`src/rtl/core/bmra_pkg.sv`:
```
package bmra_pkg;

  localparam int SLICE_W   = 8;   // blocks held by one cell
  localparam int CNT_W     = 9;   // run length / count width
  localparam int OUT_IDX_W = 8;   // width of the index result field
  localparam int OP_W      = 1;
  localparam int START_W   = 8;
  localparam int USABLE_W  = 9;

  localparam logic [USABLE_W-1:0] USABLE_RESET = 9'd256;

  typedef enum logic [0:0] {
    OP_ALLOC = 1'b0,
    OP_FREE  = 1'b1
  } op_t;

  typedef enum logic [1:0] {
    ST_OK      = 2'd0,
    ST_NOSPACE = 2'd1,
    ST_RANGE   = 2'd2
  } status_t;

  // scan token handed from cell to cell
  typedef struct packed {
    logic             valid;
    logic             found;
    logic [CNT_W-1:0] run;    // free blocks seen back to back so far
  } scan_tok_t;

endpackage

```
`src/rtl/core/bmra_cell.sv`:
```
module bmra_cell #(
  parameter int BASE  = 0,
  parameter int IDX_W = 8,
  parameter int EXT_W = 10,
  parameter int LIM_W = 9
) (
  input  logic                       clk,
  input  logic                       rst_n,
  input  bmra_pkg::scan_tok_t        tok_i,
  input  logic [IDX_W-1:0]           idx_i,
  input  logic [bmra_pkg::CNT_W-1:0] count_i,
  input  logic [LIM_W-1:0]           limit_i,
  input  logic                       wr_en_i,
  input  logic                       wr_val_i,
  input  logic [EXT_W-1:0]           wr_lo_i,
  input  logic [EXT_W-1:0]           wr_hi_i,
  output bmra_pkg::scan_tok_t        tok_o,
  output logic [IDX_W-1:0]           idx_o
);
  import bmra_pkg::*;

  logic [SLICE_W-1:0] used_r;
  scan_tok_t          tok_r;
  logic [IDX_W-1:0]   idx_r;
  logic [SLICE_W-1:0] hit;

  always_ff @(posedge clk) begin
    if (!rst_n) begin
      used_r    <= '0;
      tok_r     <= '0;
    end else begin
      tok_r <= tok_i;
      for (int j = 0; j < SLICE_W; j++) begin
        if (wr_en_i && hit[j]) used_r[j] <= wr_val_i;
      end
    end
  end

  always_ff @(posedge clk) begin
    idx_r <= idx_i;
  end

  // bits of this slice covered by the broadcast write range
  always_comb begin
    for (int j = 0; j < SLICE_W; j++) begin
      hit[j] = (EXT_W'(BASE + j) >= wr_lo_i) && (EXT_W'(BASE + j) < wr_hi_i);
    end
  end

  // extend the free run over this slice, stop at the usable limit
  always_comb begin
    logic             found;
    logic [CNT_W-1:0] run;
    logic [IDX_W-1:0] idx;
    found = tok_r.found;
    run   = tok_r.run;
    idx   = idx_r;
    for (int j = 0; j < SLICE_W; j++) begin
      if (!found && (EXT_W'(BASE + j) < EXT_W'(limit_i))) begin
        if (used_r[j]) begin
          run = '0;
        end else begin
          run = run + 1'b1;
          if (run == count_i) begin
            found = 1'b1;
            idx   = IDX_W'(EXT_W'(BASE + j + 1) - EXT_W'(count_i));
          end
        end
      end
    end
    tok_o.valid = tok_r.valid;
    tok_o.found = found;
    tok_o.run   = run;
    idx_o       = idx;
  end

endmodule

```
`config.mk`:
```
export PLATFORM = sky130hd
export DESIGN_NAME = bmra_cell
export DESIGN_NICKNAME = d
export VERILOG_FILES = /design/src/rtl/core/bmra_pkg.sv /design/src/rtl/core/bmra_cell.sv
export SDC_FILE = /design/constraint.sdc
export NUM_CORES = 1
export LEC_CHECK = 0
export BUFFER_PORTS_ARGS = -buffer_cell sky130_fd_sc_hd__buf_2
export CORE_UTILIZATION = 45
export DETAILED_ROUTE_END_ITERATION = 12
export GPL_ROUTABILITY_DRIVEN = 0
export PLACE_DENSITY = 0.65
export SLEW_MARGIN = 15
export SYNTH_ARGS = -nofsm -noshare
export SYNTH_HDL_FRONTEND = slang
export SYNTH_SLANG_ARGS = --single-unit
```
`constraint.sdc`:
```
create_clock -name clk -period 22.5 [get_ports clk]
set_input_delay 4.5 -clock clk [delete_from_list [all_inputs] [get_ports clk]]
set_output_delay 4.5 -clock clk [all_outputs]
set_load 0.01 [all_outputs]
```
==> run metrics, run 1 <==
outcome complete, no violations; ys async rst share 0; Clock transition at path regs 60 ps; Worst Hold Class flop to flop; Int Pwr 0.000204 W; hold-critical path depth 2; # fillers 1,846; CTS Sinks 27; Root Driver clkbuf_16; H-tree depth 1; share of cells above drive strength 1 0.151; Vias/cell 6.72; area after detailed placement 8800 sq um; Layout area overhead 5.45%; min Tclk post-route 21,290 ps; Power Density 47.8 nW/um^2; Worst R2R Start used_r[0]; iteration-0 DRC count of the detailed router 976; P_sw 0.000220 W; WP buf/inv 6; Starting Density 0.464; GR Util All Layers 0.295; CTS resizes 0; CTS Buf Count 3; Post-synth EDFFs 0; Reg2Reg Setup Slack 21,220 ps; Placed Instances 1,442; Leak 3.17 nW; Sw Ratio 0.519; via count of the first global-routing pass 8,760; Yosys Warn Count 0; hold_sp used_r[7]; Non-Filler Instances 1,447; area share of the largest cell type after synthesis 0.0770; Hold Path End used_r[7]; row cnt 49; global-route wire length before repair 46.7 mm; total power 0.000424 W; initial antenna violation count 1; syn nets 1,290; final period utilization 0.946; endpoints failing hold 0; r2r endpoint used_r[0]; top cells by area, synth xnor2_1, dfxtp_1, nand2_1; CP max FO 24; drt drc 0; VDD IR-drop max 0.0000633 V; TritonCTS clock tree yes; Yosys reg bits 27; predominant post-synthesis flop cell dfxtp_1; Rel. slew slack 0.272; IO Pins 80; r2r worst-path depth 2; CTS Hold Bufs 0; Setup violations, final 0; leading area contributor after synthesis xnor2_1; skew final 0 ps; cell area after synthesis 8420 sq um; final layout net count 1,298; global route total overflow 0; RSZ-0062 raised after global routing no; design area 8880 sq um; Slowest-stage cell, CP a21boi_0; Routed Antenna Nets 0; IO Port Bufs 79; kind of critical path input port to output pin; worst-margin pin slew 1090 ps; Fin Setup TNS 0 ps; setup bufs post-CTS 0; Slew Viols, Final 0; Seq pwr share 0.125; CP required 18,000 ps; Comb power frac 0.782; Die H 139 microns; DIE WIDTH 139 microns; CP startpoint kind input port; crit-path most repeated cell a21oi_1; WP data arrival 16,790 ps; Post-Syn Area per Cell 6.96 sq um; WL per Instance 20.1 microns; largest net degree at the start of global routing 28; Vias 9,725; Clock power frac 0.092; post-detail-place hpwl 22.2 mm; Worst-Skew Late Latency 260 ps; WHS 682 ps; Max Freq 47.0 MHz; Synth Instances 1,210; CP top delay family compound AO/OA/AOI/OAI gates; clock tree buffer depth 2; area of the multi-input gates 7370 sq um; core region area 18,100 sq um; Synth cell types 116; DRT Pass-1 Iters 6; Worst Setup End Kind output pin; FF+latch area 541 sq um; CP max stage delay 860 ps; die area 19,300 sq um; max_cap viols 0; sequential share of the synthesized area 0.0642; WL final 29.1 mm
-- power by group through the flow --
stage	clock network, W	logic, W	registers, W
2_1_floorplan	0	0.000259	0.0000514
3_3_place_gp	0	0.000323	0.0000542
3_5_place_dp	0	0.000324	0.0000542
4_1_cts	0.0000405	0.000326	0.0000531
5_1_grt	0.0000424	0.000362	0.0000536
6_report	0.0000391	0.000332	0.0000532
-- final cells by class --
type | instances | area share
multi-input cells | 1066 | 0.830
inverters | 27 | 0.0114
well taps | 229 | 0.0323
clock buffers | 3 | 0.00845
clock inverters | 1 | 0.000564
diodes | 1 | 0.000282
repair buffers | 93 | 0.0564
flip-flops and latches | 27 | 0.0609
-- cells in the final DEF (no fill, tap or decap), types with 8 or more instances in the layout --
cell,instances
or4_1,13
and3_1,15
xnor2_1,74
dfxtp_1,27
o21ai_1,13
a31oi_1,26
nor2_1,89
o211ai_1,21
or3_1,14
ha_1,19
buf_4,14
inv_1,18
nor3b_1,8
buf_2,79
xor2_1,17
nand2_1,110
a21o_1,14
o31ai_1,8
nand2b_1,11
a21oi_1,72
nand3_1,41
or2_2,12
o21a_1,10
o21ai_0,54
o22ai_1,24
nand4_1,17
a211oi_1,16
nor4_1,23
and2_1,29
o22a_1,10
nor3_1,55
nor2b_1,23
mux2i_1,26
-- routing by layer --
| layer | vias up | wire length [microns] | global-route usage |
|---|---|---|---|
| met5 | - | 0 | 0 |
| li1 | 4638 | - | - |
| met1 | 4552 | 12800 | 0.405 |
| met3 | 51 | 2400 | 0.0249 |
| met4 | 0 | 721 | 0.0918 |
| met2 | 484 | 13200 | 0.489 |
-- stage by stage --
stage / setup WS (ps) / util
3_5_place_dp: 1510 / 0.485
2_1_floorplan: 3880 / -
6_report: 1210 / 0.489
3_3_place_gp: 1930 / 0.485
4_1_cts: 1480 / 0.489
5_1_grt: 114 / 0.489
-- synth_stat cells, types with 10 or more instances --
| master | instances |
|---|---|
| o22a_1 | 10 |
| or3_1 | 14 |
| dfxtp_1 | 27 |
| ha_1 | 19 |
| nand2_1 | 110 |
| nand3_1 | 41 |
| nor3_1 | 56 |
| nor2b_1 | 23 |
| a21oi_1 | 72 |
| nand4_1 | 17 |
| a21o_1 | 14 |
| nor2_1 | 89 |
| or4_1 | 13 |
| buf_1 | 10 |
| buf_2 | 26 |
| nand2b_1 | 11 |
| and2_1 | 29 |
| mux2i_1 | 26 |
| and3_1 | 15 |
| o21ai_1 | 13 |
| a31oi_1 | 26 |
| or2_2 | 12 |
| o21ai_0 | 54 |
| nor4_1 | 23 |
| o21a_1 | 10 |
| o211ai_1 | 21 |
| clkbuf_1 | 46 |
| inv_1 | 18 |
| a211oi_1 | 16 |
| o22ai_1 | 24 |
| xnor2_1 | 74 |
| xor2_1 | 17 |
-- worst max-delay path by stage --
stage / startpoint / endpoint / slack, ps / depth (start not counted)
after detailed placement: count_i[2] / idx_o[3] / 1510 / 43
final: count_i[2] / idx_o[2] / 1210 / 42
after floorplan: count_i[2] / idx_o[5] / 3880 / 46
after global routing: count_i[7] / idx_o[2] / 110 / 44
after CTS: count_i[2] / idx_o[2] / 1480 / 42
after global placement: count_i[2] / idx_o[2] / 1930 / 43
-- kinds of logic after synthesis --
logic type	after synthesis	share of synthesized area
simple gates	509	0.326
compound gates	403	0.359
buf+inv	117	0.0614
xor+xnor	98	0.113
mux	37	0.0478
flops	27	0.0642
fa+ha+maj	19	0.0282
-- worst reg2reg max path: cells and delay by family, from the launching register on --
family           cells  cell delay, ps
multiplexers         1             180
flip-flops           1             900
AND/OR/NAND/NOR      1             140
-- state kept, by name, summed over array words and instances (netlist names) --
signal,cells
idx_r,8
tok_r,10
used_r,8
tok_o,1
(Power assumes the default switching activity.)
==> run 2: changes to the inputs <==
--- a/config.mk
+++ b/config.mk
@@ -5,11 +5,12 @@
 export SDC_FILE = /design/constraint.sdc
 export NUM_CORES = 1
 export LEC_CHECK = 0
+export ABC_AREA = 1
 export BUFFER_PORTS_ARGS = -buffer_cell sky130_fd_sc_hd__buf_2
 export CORE_UTILIZATION = 45
 export DETAILED_ROUTE_END_ITERATION = 12
 export GPL_ROUTABILITY_DRIVEN = 0
-export PLACE_DENSITY = 0.65
+export PLACE_DENSITY = 0.66
 export SLEW_MARGIN = 15
 export SYNTH_ARGS = -nofsm -noshare
 export SYNTH_HDL_FRONTEND = slang
==> run 2 against run 1 <==
  * Die area is 12% lower
  * Worst hold slack got worse by 43 ps
  * Final cell count up 15%
  * Flip-flop and latch count did not move
  * Design area is 9.9% lower
  * Maximum frequency increased by 19%
  * Worst setup slack better by 3400 ps
  * Global-route usage is 0.59 points higher
  * Register-to-register slack better by 210 ps
  * Routed wire length down 13%
  * Combinational power about the same
  * Highest routed layer unchanged
==> run metrics, run 2 <==
area share of the largest cell type after synthesis 0.249 (was 0.0770); Max Freq 55.9 MHz (was 47.0 MHz); worst-margin pin slew 856 ps (was 1090 ps); Yosys Warn Count 0 (unchanged); Vias 9,166 (was 9,725); IO Port Bufs 79 (unchanged); count leader, synth nand2_1 (unchanged); CP required 18,000 ps (about the same); WL final 25.2 mm (was 29.1 mm); share of cells above drive strength 1 0.156 (was 0.151); CTS Hold Bufs 0 (unchanged); Starting Density 0.464 (about the same); Root Driver clkbuf_16 (unchanged); Yosys reg bits 27 (unchanged); top cells by area, synth nand2_1, nand3_1, dfxtp_1 (was xnor2_1, dfxtp_1, nand2_1); Leak 4.28 nW (was 3.17 nW); CTS Sinks 27 (unchanged); min Tclk post-route 17,890 ps (was 21,290 ps); CTS resizes 0 (unchanged); RSZ-0062 raised after global routing no (unchanged); Power Density 52.6 nW/um^2 (was 47.8 nW/um^2); Worst Hold Class flop to flop (unchanged); Post-synth EDFFs 0 (unchanged); Fin Setup TNS 0 ps (unchanged); endpoints failing hold 0 (unchanged); Rel. slew slack 0.429 (was 0.272); Clock transition at path regs 70 ps (was 60 ps); Setup violations, final 0 (unchanged); ys async rst share 0 (unchanged); Most flops, register tok_r (unchanged); CP max FO 20 (was 24); syn nets 1,487 (was 1,290); max reg flops 10 (unchanged); skew final 0 ps (unchanged); CP max stage delay 540 ps (was 860 ps); Die H 130 microns (was 139 microns); global-route wire length before repair 40.5 mm (was 46.7 mm); Routed Antenna Nets 0 (unchanged); TritonCTS clock tree yes (unchanged); Non-Filler Instances 1,671 (was 1,447); max_cap viols 0 (unchanged); most frequent cells after synthesis nand2_1, nand3_1, inv_1 (was nand2_1, nor2_1, xnor2_1); global route total overflow 0 (unchanged); Worst Setup End Kind output pin (unchanged); CP startpoint kind input port (unchanged); Slowest-stage cell, CP inv_1 (was a21boi_0); H-tree depth 1 (unchanged); outcome complete, no violations (unchanged); Post-Syn Area per Cell 5.28 sq um (was 6.96 sq um); diodes inserted 0 (was 1); VDD IR-drop max 0.0000529 V (was 0.0000633 V); row cnt 46 (was 49); GR Util All Layers 0.301 (was 0.295); Largest regs tok_r x10, idx_r x8, used_r x8 (unchanged); Synth cell types 49 (was 116); clock tree buffer depth 2 (unchanged); via count of the first global-routing pass 8,072 (was 8,760); largest net degree at the start of global routing 21 (was 28); IO Pins 80 (unchanged); post-detail-place hpwl 19.8 mm (was 22.2 mm); WL per Instance 15.1 microns (was 20.1 microns); Synth Instances 1,407 (was 1,210); Slew Viols, Final 0 (unchanged); cell area after synthesis 7430 sq um (was 8420 sq um); Placed Instances 1,667 (was 1,442); # fillers 1,755 (was 1,846); final period utilization 0.795 (was 0.946); iteration-0 DRC count of the detailed router 740 (was 976); leading area contributor after synthesis nand2_1 (was xnor2_1); Layout area overhead 7.63% (was 5.45%); DIE WIDTH 130 microns (was 139 microns); most frequent cells in the layout nand2_1, nand3_1, inv_1 (was nand2_1, nor2_1, buf_2); area of the multi-input gates 6050 sq um (was 7370 sq um); most common cell after layout, fill and taps aside nand2_1 (unchanged); initial antenna violation count 0 (was 1); predominant post-synthesis flop cell dfxtp_1 (unchanged); setup bufs post-CTS 0 (unchanged); Worst-Skew Late Latency 260 ps (about the same); core region area 16,000 sq um (was 18,100 sq um); Vias/cell 5.49 (was 6.72); FF+latch area 541 sq um (unchanged); CTS Buf Count 3 (unchanged); drt drc 0 (unchanged); die area 17,000 sq um (was 19,300 sq um); DRT Pass-1 Iters 7 (was 6); sequential share of the synthesized area 0.0728 (was 0.0642); kind of critical path input port to output pin (unchanged); WP data arrival 13,390 ps (was 16,790 ps); final layout net count 1,536 (was 1,298)
## run 2: report_power, final
group	switching (W)	internal, W
Sequential	0.00000182	0.0000497
Combinational	0.000224	0.000105
Clock	0.0000162	0.0000242
## run 2: through the flow
stage | power [W] | util | setup slack [ps] | area, sq um | hold slack (ps)
after CTS | 0.000416 | 0.500 | 4820 | 8000 | 632
after global placement | 0.000375 | 0.495 | 4850 | 7910 | 621
after detailed placement | 0.000375 | 0.495 | 4820 | 7910 | 613
after global routing | 0.000466 | 0.500 | 3600 | 8000 | 668
after floorplan | 0.000305 | - | 7540 | 7430 | 526
final | 0.000421 | 0.500 | 4610 | 8000 | 639
## run 2: cell type report
class | instances | share of cell area
clock buffer | 3 | 0.00939
timing repair buffer | 85 | 0.0551
tap | 216 | 0.0338
multi-input combinational | 1175 | 0.756
sequential | 27 | 0.0676
clock inverter | 1 | 0.000939
inverter | 164 | 0.0771
## run 2: worst paths after layout
path	cells past startpoint	startpoint	end	slack (ps)
max reg2reg	2	used_r[1]	used_r[1]	21430
min	2	used_r[6]	used_r[6]	640
min reg2reg	2	used_r[6]	used_r[6]	640
max	53	count_i[3]	tok_o[1]	4610
## run 2: worst max-delay path: cells and delay by family
| family | cells | cell delay (ps) |
|---|---|---|
| xor+xnor | 2 | 300 |
| buf+inv | 7 | 1830 |
| fa+ha+maj | 3 | 700 |
| compound gates | 2 | 440 |
| simple gates | 39 | 5590 |
## run 2: cells by family after synthesis
| kind of cell | Yosys count | share of synthesized area |
|---|---|---|
| multiplexers | 4 | 0.00539 |
| flip-flops | 27 | 0.0728 |
| AO/OA/AOI/OAI | 138 | 0.111 |
| XOR/XNOR | 41 | 0.0483 |
| AND/OR/NAND/NOR | 973 | 0.617 |
| adder cells (fa/ha/maj) | 19 | 0.0320 |
| buffers and inverters | 205 | 0.114 |
## run 2: per-layer routing
metal / part of all wire / track usage / wire length, microns
met1: 0.43 / 0.388 / 10800
met4: 0.038 / 0.116 / 947
met5: 0 / 0 / 0
met3: 0.079 / 0.0289 / 2010
met2: 0.45 / 0.516 / 11500
==> run 3: changes to the inputs <==
==> constraint.sdc (replaced) <==
create_clock -name clk -period 17.05 [get_ports clk]
set_input_delay 3.41 -clock clk [delete_from_list [all_inputs] [get_ports clk]]
set_output_delay 3.41 -clock clk [all_outputs]
set_load 0.01 [all_outputs]
==> run 3 against run 2 <==
  * Register-to-register slack got worse by 5400 ps
  * Non-clock buffer count increased by 2
  * Highest routed layer unchanged
  * Critical endpoint is now tok_o[4]
  * Routed wire length is 0.20% lower
  * Core utilization increased by 0.094 points
==> run metrics, run 3 (synthesis results as in run 2) <==
Non-Filler Instances 1,673 (was 1,671); Leak 4.29 nW (was 4.28 nW); Comb power frac 0.782 (about the same); TritonCTS clock tree yes (unchanged); CP startpoint kind input port (unchanged); Vias 9,234 (was 9,166); via count of the first global-routing pass 8,337 (was 8,072); Reg2Reg Setup Slack 15,990 ps (was 21,430 ps); Sw Ratio 0.572 (was 0.574); Largest regs tok_r x10, idx_r x8, used_r x8 (unchanged); global-route wire length before repair 40.6 mm (was 40.5 mm); Layout area overhead 7.83% (was 7.63%); design area 8010 sq um (was 8000 sq um); Setup WS post-layout 1360 ps (was 4610 ps); CP required 13,640 ps (was 18,000 ps); setup bufs post-CTS 0 (unchanged); max_cap viols 0 (unchanged); VDD IR-drop max 0.0000785 V (was 0.0000529 V); initial antenna violation count 0 (unchanged); post-detail-place hpwl 19.9 mm (was 19.8 mm); final layout net count 1,538 (was 1,536); H-tree depth 1 (unchanged); P_sw 0.000318 W (was 0.000242 W); die area 17,000 sq um (unchanged); Die H 130 microns (unchanged); Rel. slew slack 0.425 (was 0.429); Power Density 69.3 nW/um^2 (was 52.6 nW/um^2); Most flops, register tok_r (unchanged); CTS Sinks 27 (unchanged); Routed Antenna Nets 0 (unchanged); fin util 0.501 (was 0.500); WL per Instance 15.1 microns (about the same); RSZ-0062 raised after global routing no (unchanged); share of cells above drive strength 1 0.157 (was 0.156); final period utilization 0.920; CP max FO 20 (unchanged); outcome complete, no violations (unchanged); worst-margin pin slew 862 ps (was 856 ps); Clock power frac 0.096 (about the same); crit-path most repeated cell nand2_1; min Tclk post-route 15,690 ps; row cnt 46 (unchanged); CTS Buf Count 3 (unchanged); Worst Hold Class flop to flop (unchanged); Seq pwr share 0.122 (about the same); diodes inserted 0 (unchanged); Starting Density 0.464 (unchanged); CTS Hold Bufs 0 (unchanged); most frequent cells in the layout nand2_1, nand3_1, inv_1 (unchanged); CTS resizes 0 (unchanged); Fin Setup TNS 0 ps (unchanged); # fillers 1,776 (was 1,755); WL final 25.2 mm (about the same); skew final 0 ps (unchanged); Slew Viols, Final 0 (unchanged); Placed Instances 1,669 (was 1,667); drt drc 0 (unchanged); Clock transition at path regs 70 ps (about the same); Vias/cell 5.52 (was 5.49); WP data arrival 12,280 ps (was 13,390 ps); IO Pins 80 (unchanged); Setup violations, final 0 (unchanged); iteration-0 DRC count of the detailed router 766 (was 740); most common cell after layout, fill and taps aside nand2_1 (unchanged); Root Driver clkbuf_16 (unchanged); kind of critical path input port to output pin (unchanged); clock tree buffer depth 2 (unchanged); Max Freq 63.7 MHz; Worst Setup End Kind output pin (unchanged); IO Port Bufs 79 (unchanged); CP max stage delay 500 ps (was 540 ps); core region area 16,000 sq um (unchanged); max reg flops 10 (unchanged); global route total overflow 0 (unchanged); Worst-Skew Late Latency 260 ps (about the same); DRT Pass-1 Iters 5 (was 7); DIE WIDTH 130 microns (unchanged); largest net degree at the start of global routing 21 (unchanged); Slowest-stage cell, CP inv_1 (unchanged); Int Pwr 0.000237 W (was 0.000179 W); endpoints failing hold 0 (unchanged); area after detailed placement 7930 sq um (was 7910 sq um); DP Worst Slack 1570 ps (was 4820 ps); GR Util All Layers 0.303 (was 0.301)
-- run 3: changes by cell type in the layout (fill, tap and decap cells not counted), sizes merged --
cell,previous run,this run
buf,85,87
-- run 3: final timing paths --
path,cells after the start,endpoint,startpoint
hold / removal,2,used_r[4],used_r[4]
setup / recovery,51,tok_o[4],count_i[3]
hold reg to reg,2,used_r[4],used_r[4]
setup reg to reg,2,used_r[1],used_r[1]
-- run 3: area by class of cell --
class	count	area (sq um)	share of cell area
Timing Repair Buffer	87	455	0.0568
Clock inverter	1	7.51	0.000937
Multi-Input combinational cell	1175	6050	0.755
Sequential cell	27	541	0.0675
Clock buffer	3	75.1	0.00937
Tap cell	216	270	0.0337
Inverter	164	617	0.0770
-- run 3: through the flow --
step                      total power, W  hold slack (ps)
after floorplan                 0.000402              526
after global placement          0.000494              631
after detailed placement        0.000495              624
after CTS                       0.000550              645
after global routing            0.000616              659
final                           0.000555              650
-- run 3: routing by layer --
metal	global-route usage	part of all wire
met1	0.387	0.43
met2	0.503	0.44
met3	0.0342	0.081
met4	0.156	0.051
met5	0	0
-- run 3: power groups by stage --
stage / logic, W / registers (W) / clock network, W
floorplan: 0.000334 / 0.0000681 / 0
CTS: 0.000427 / 0.0000678 / 0.0000547
detailed placement: 0.000426 / 0.0000692 / 0
global placement: 0.000425 / 0.0000693 / 0
global route: 0.000491 / 0.0000681 / 0.0000576
finish: 0.000434 / 0.0000679 / 0.0000531
-- run 3: critical path: cells and delay by family --
kind / cells / cell delay [ps]
XOR/XNOR: 1 / 140
buffers and inverters: 8 / 1850
adder cells (fa/ha/maj): 3 / 710
AND/OR/NAND/NOR: 37 / 5650
AO/OA/AOI/OAI: 2 / 420
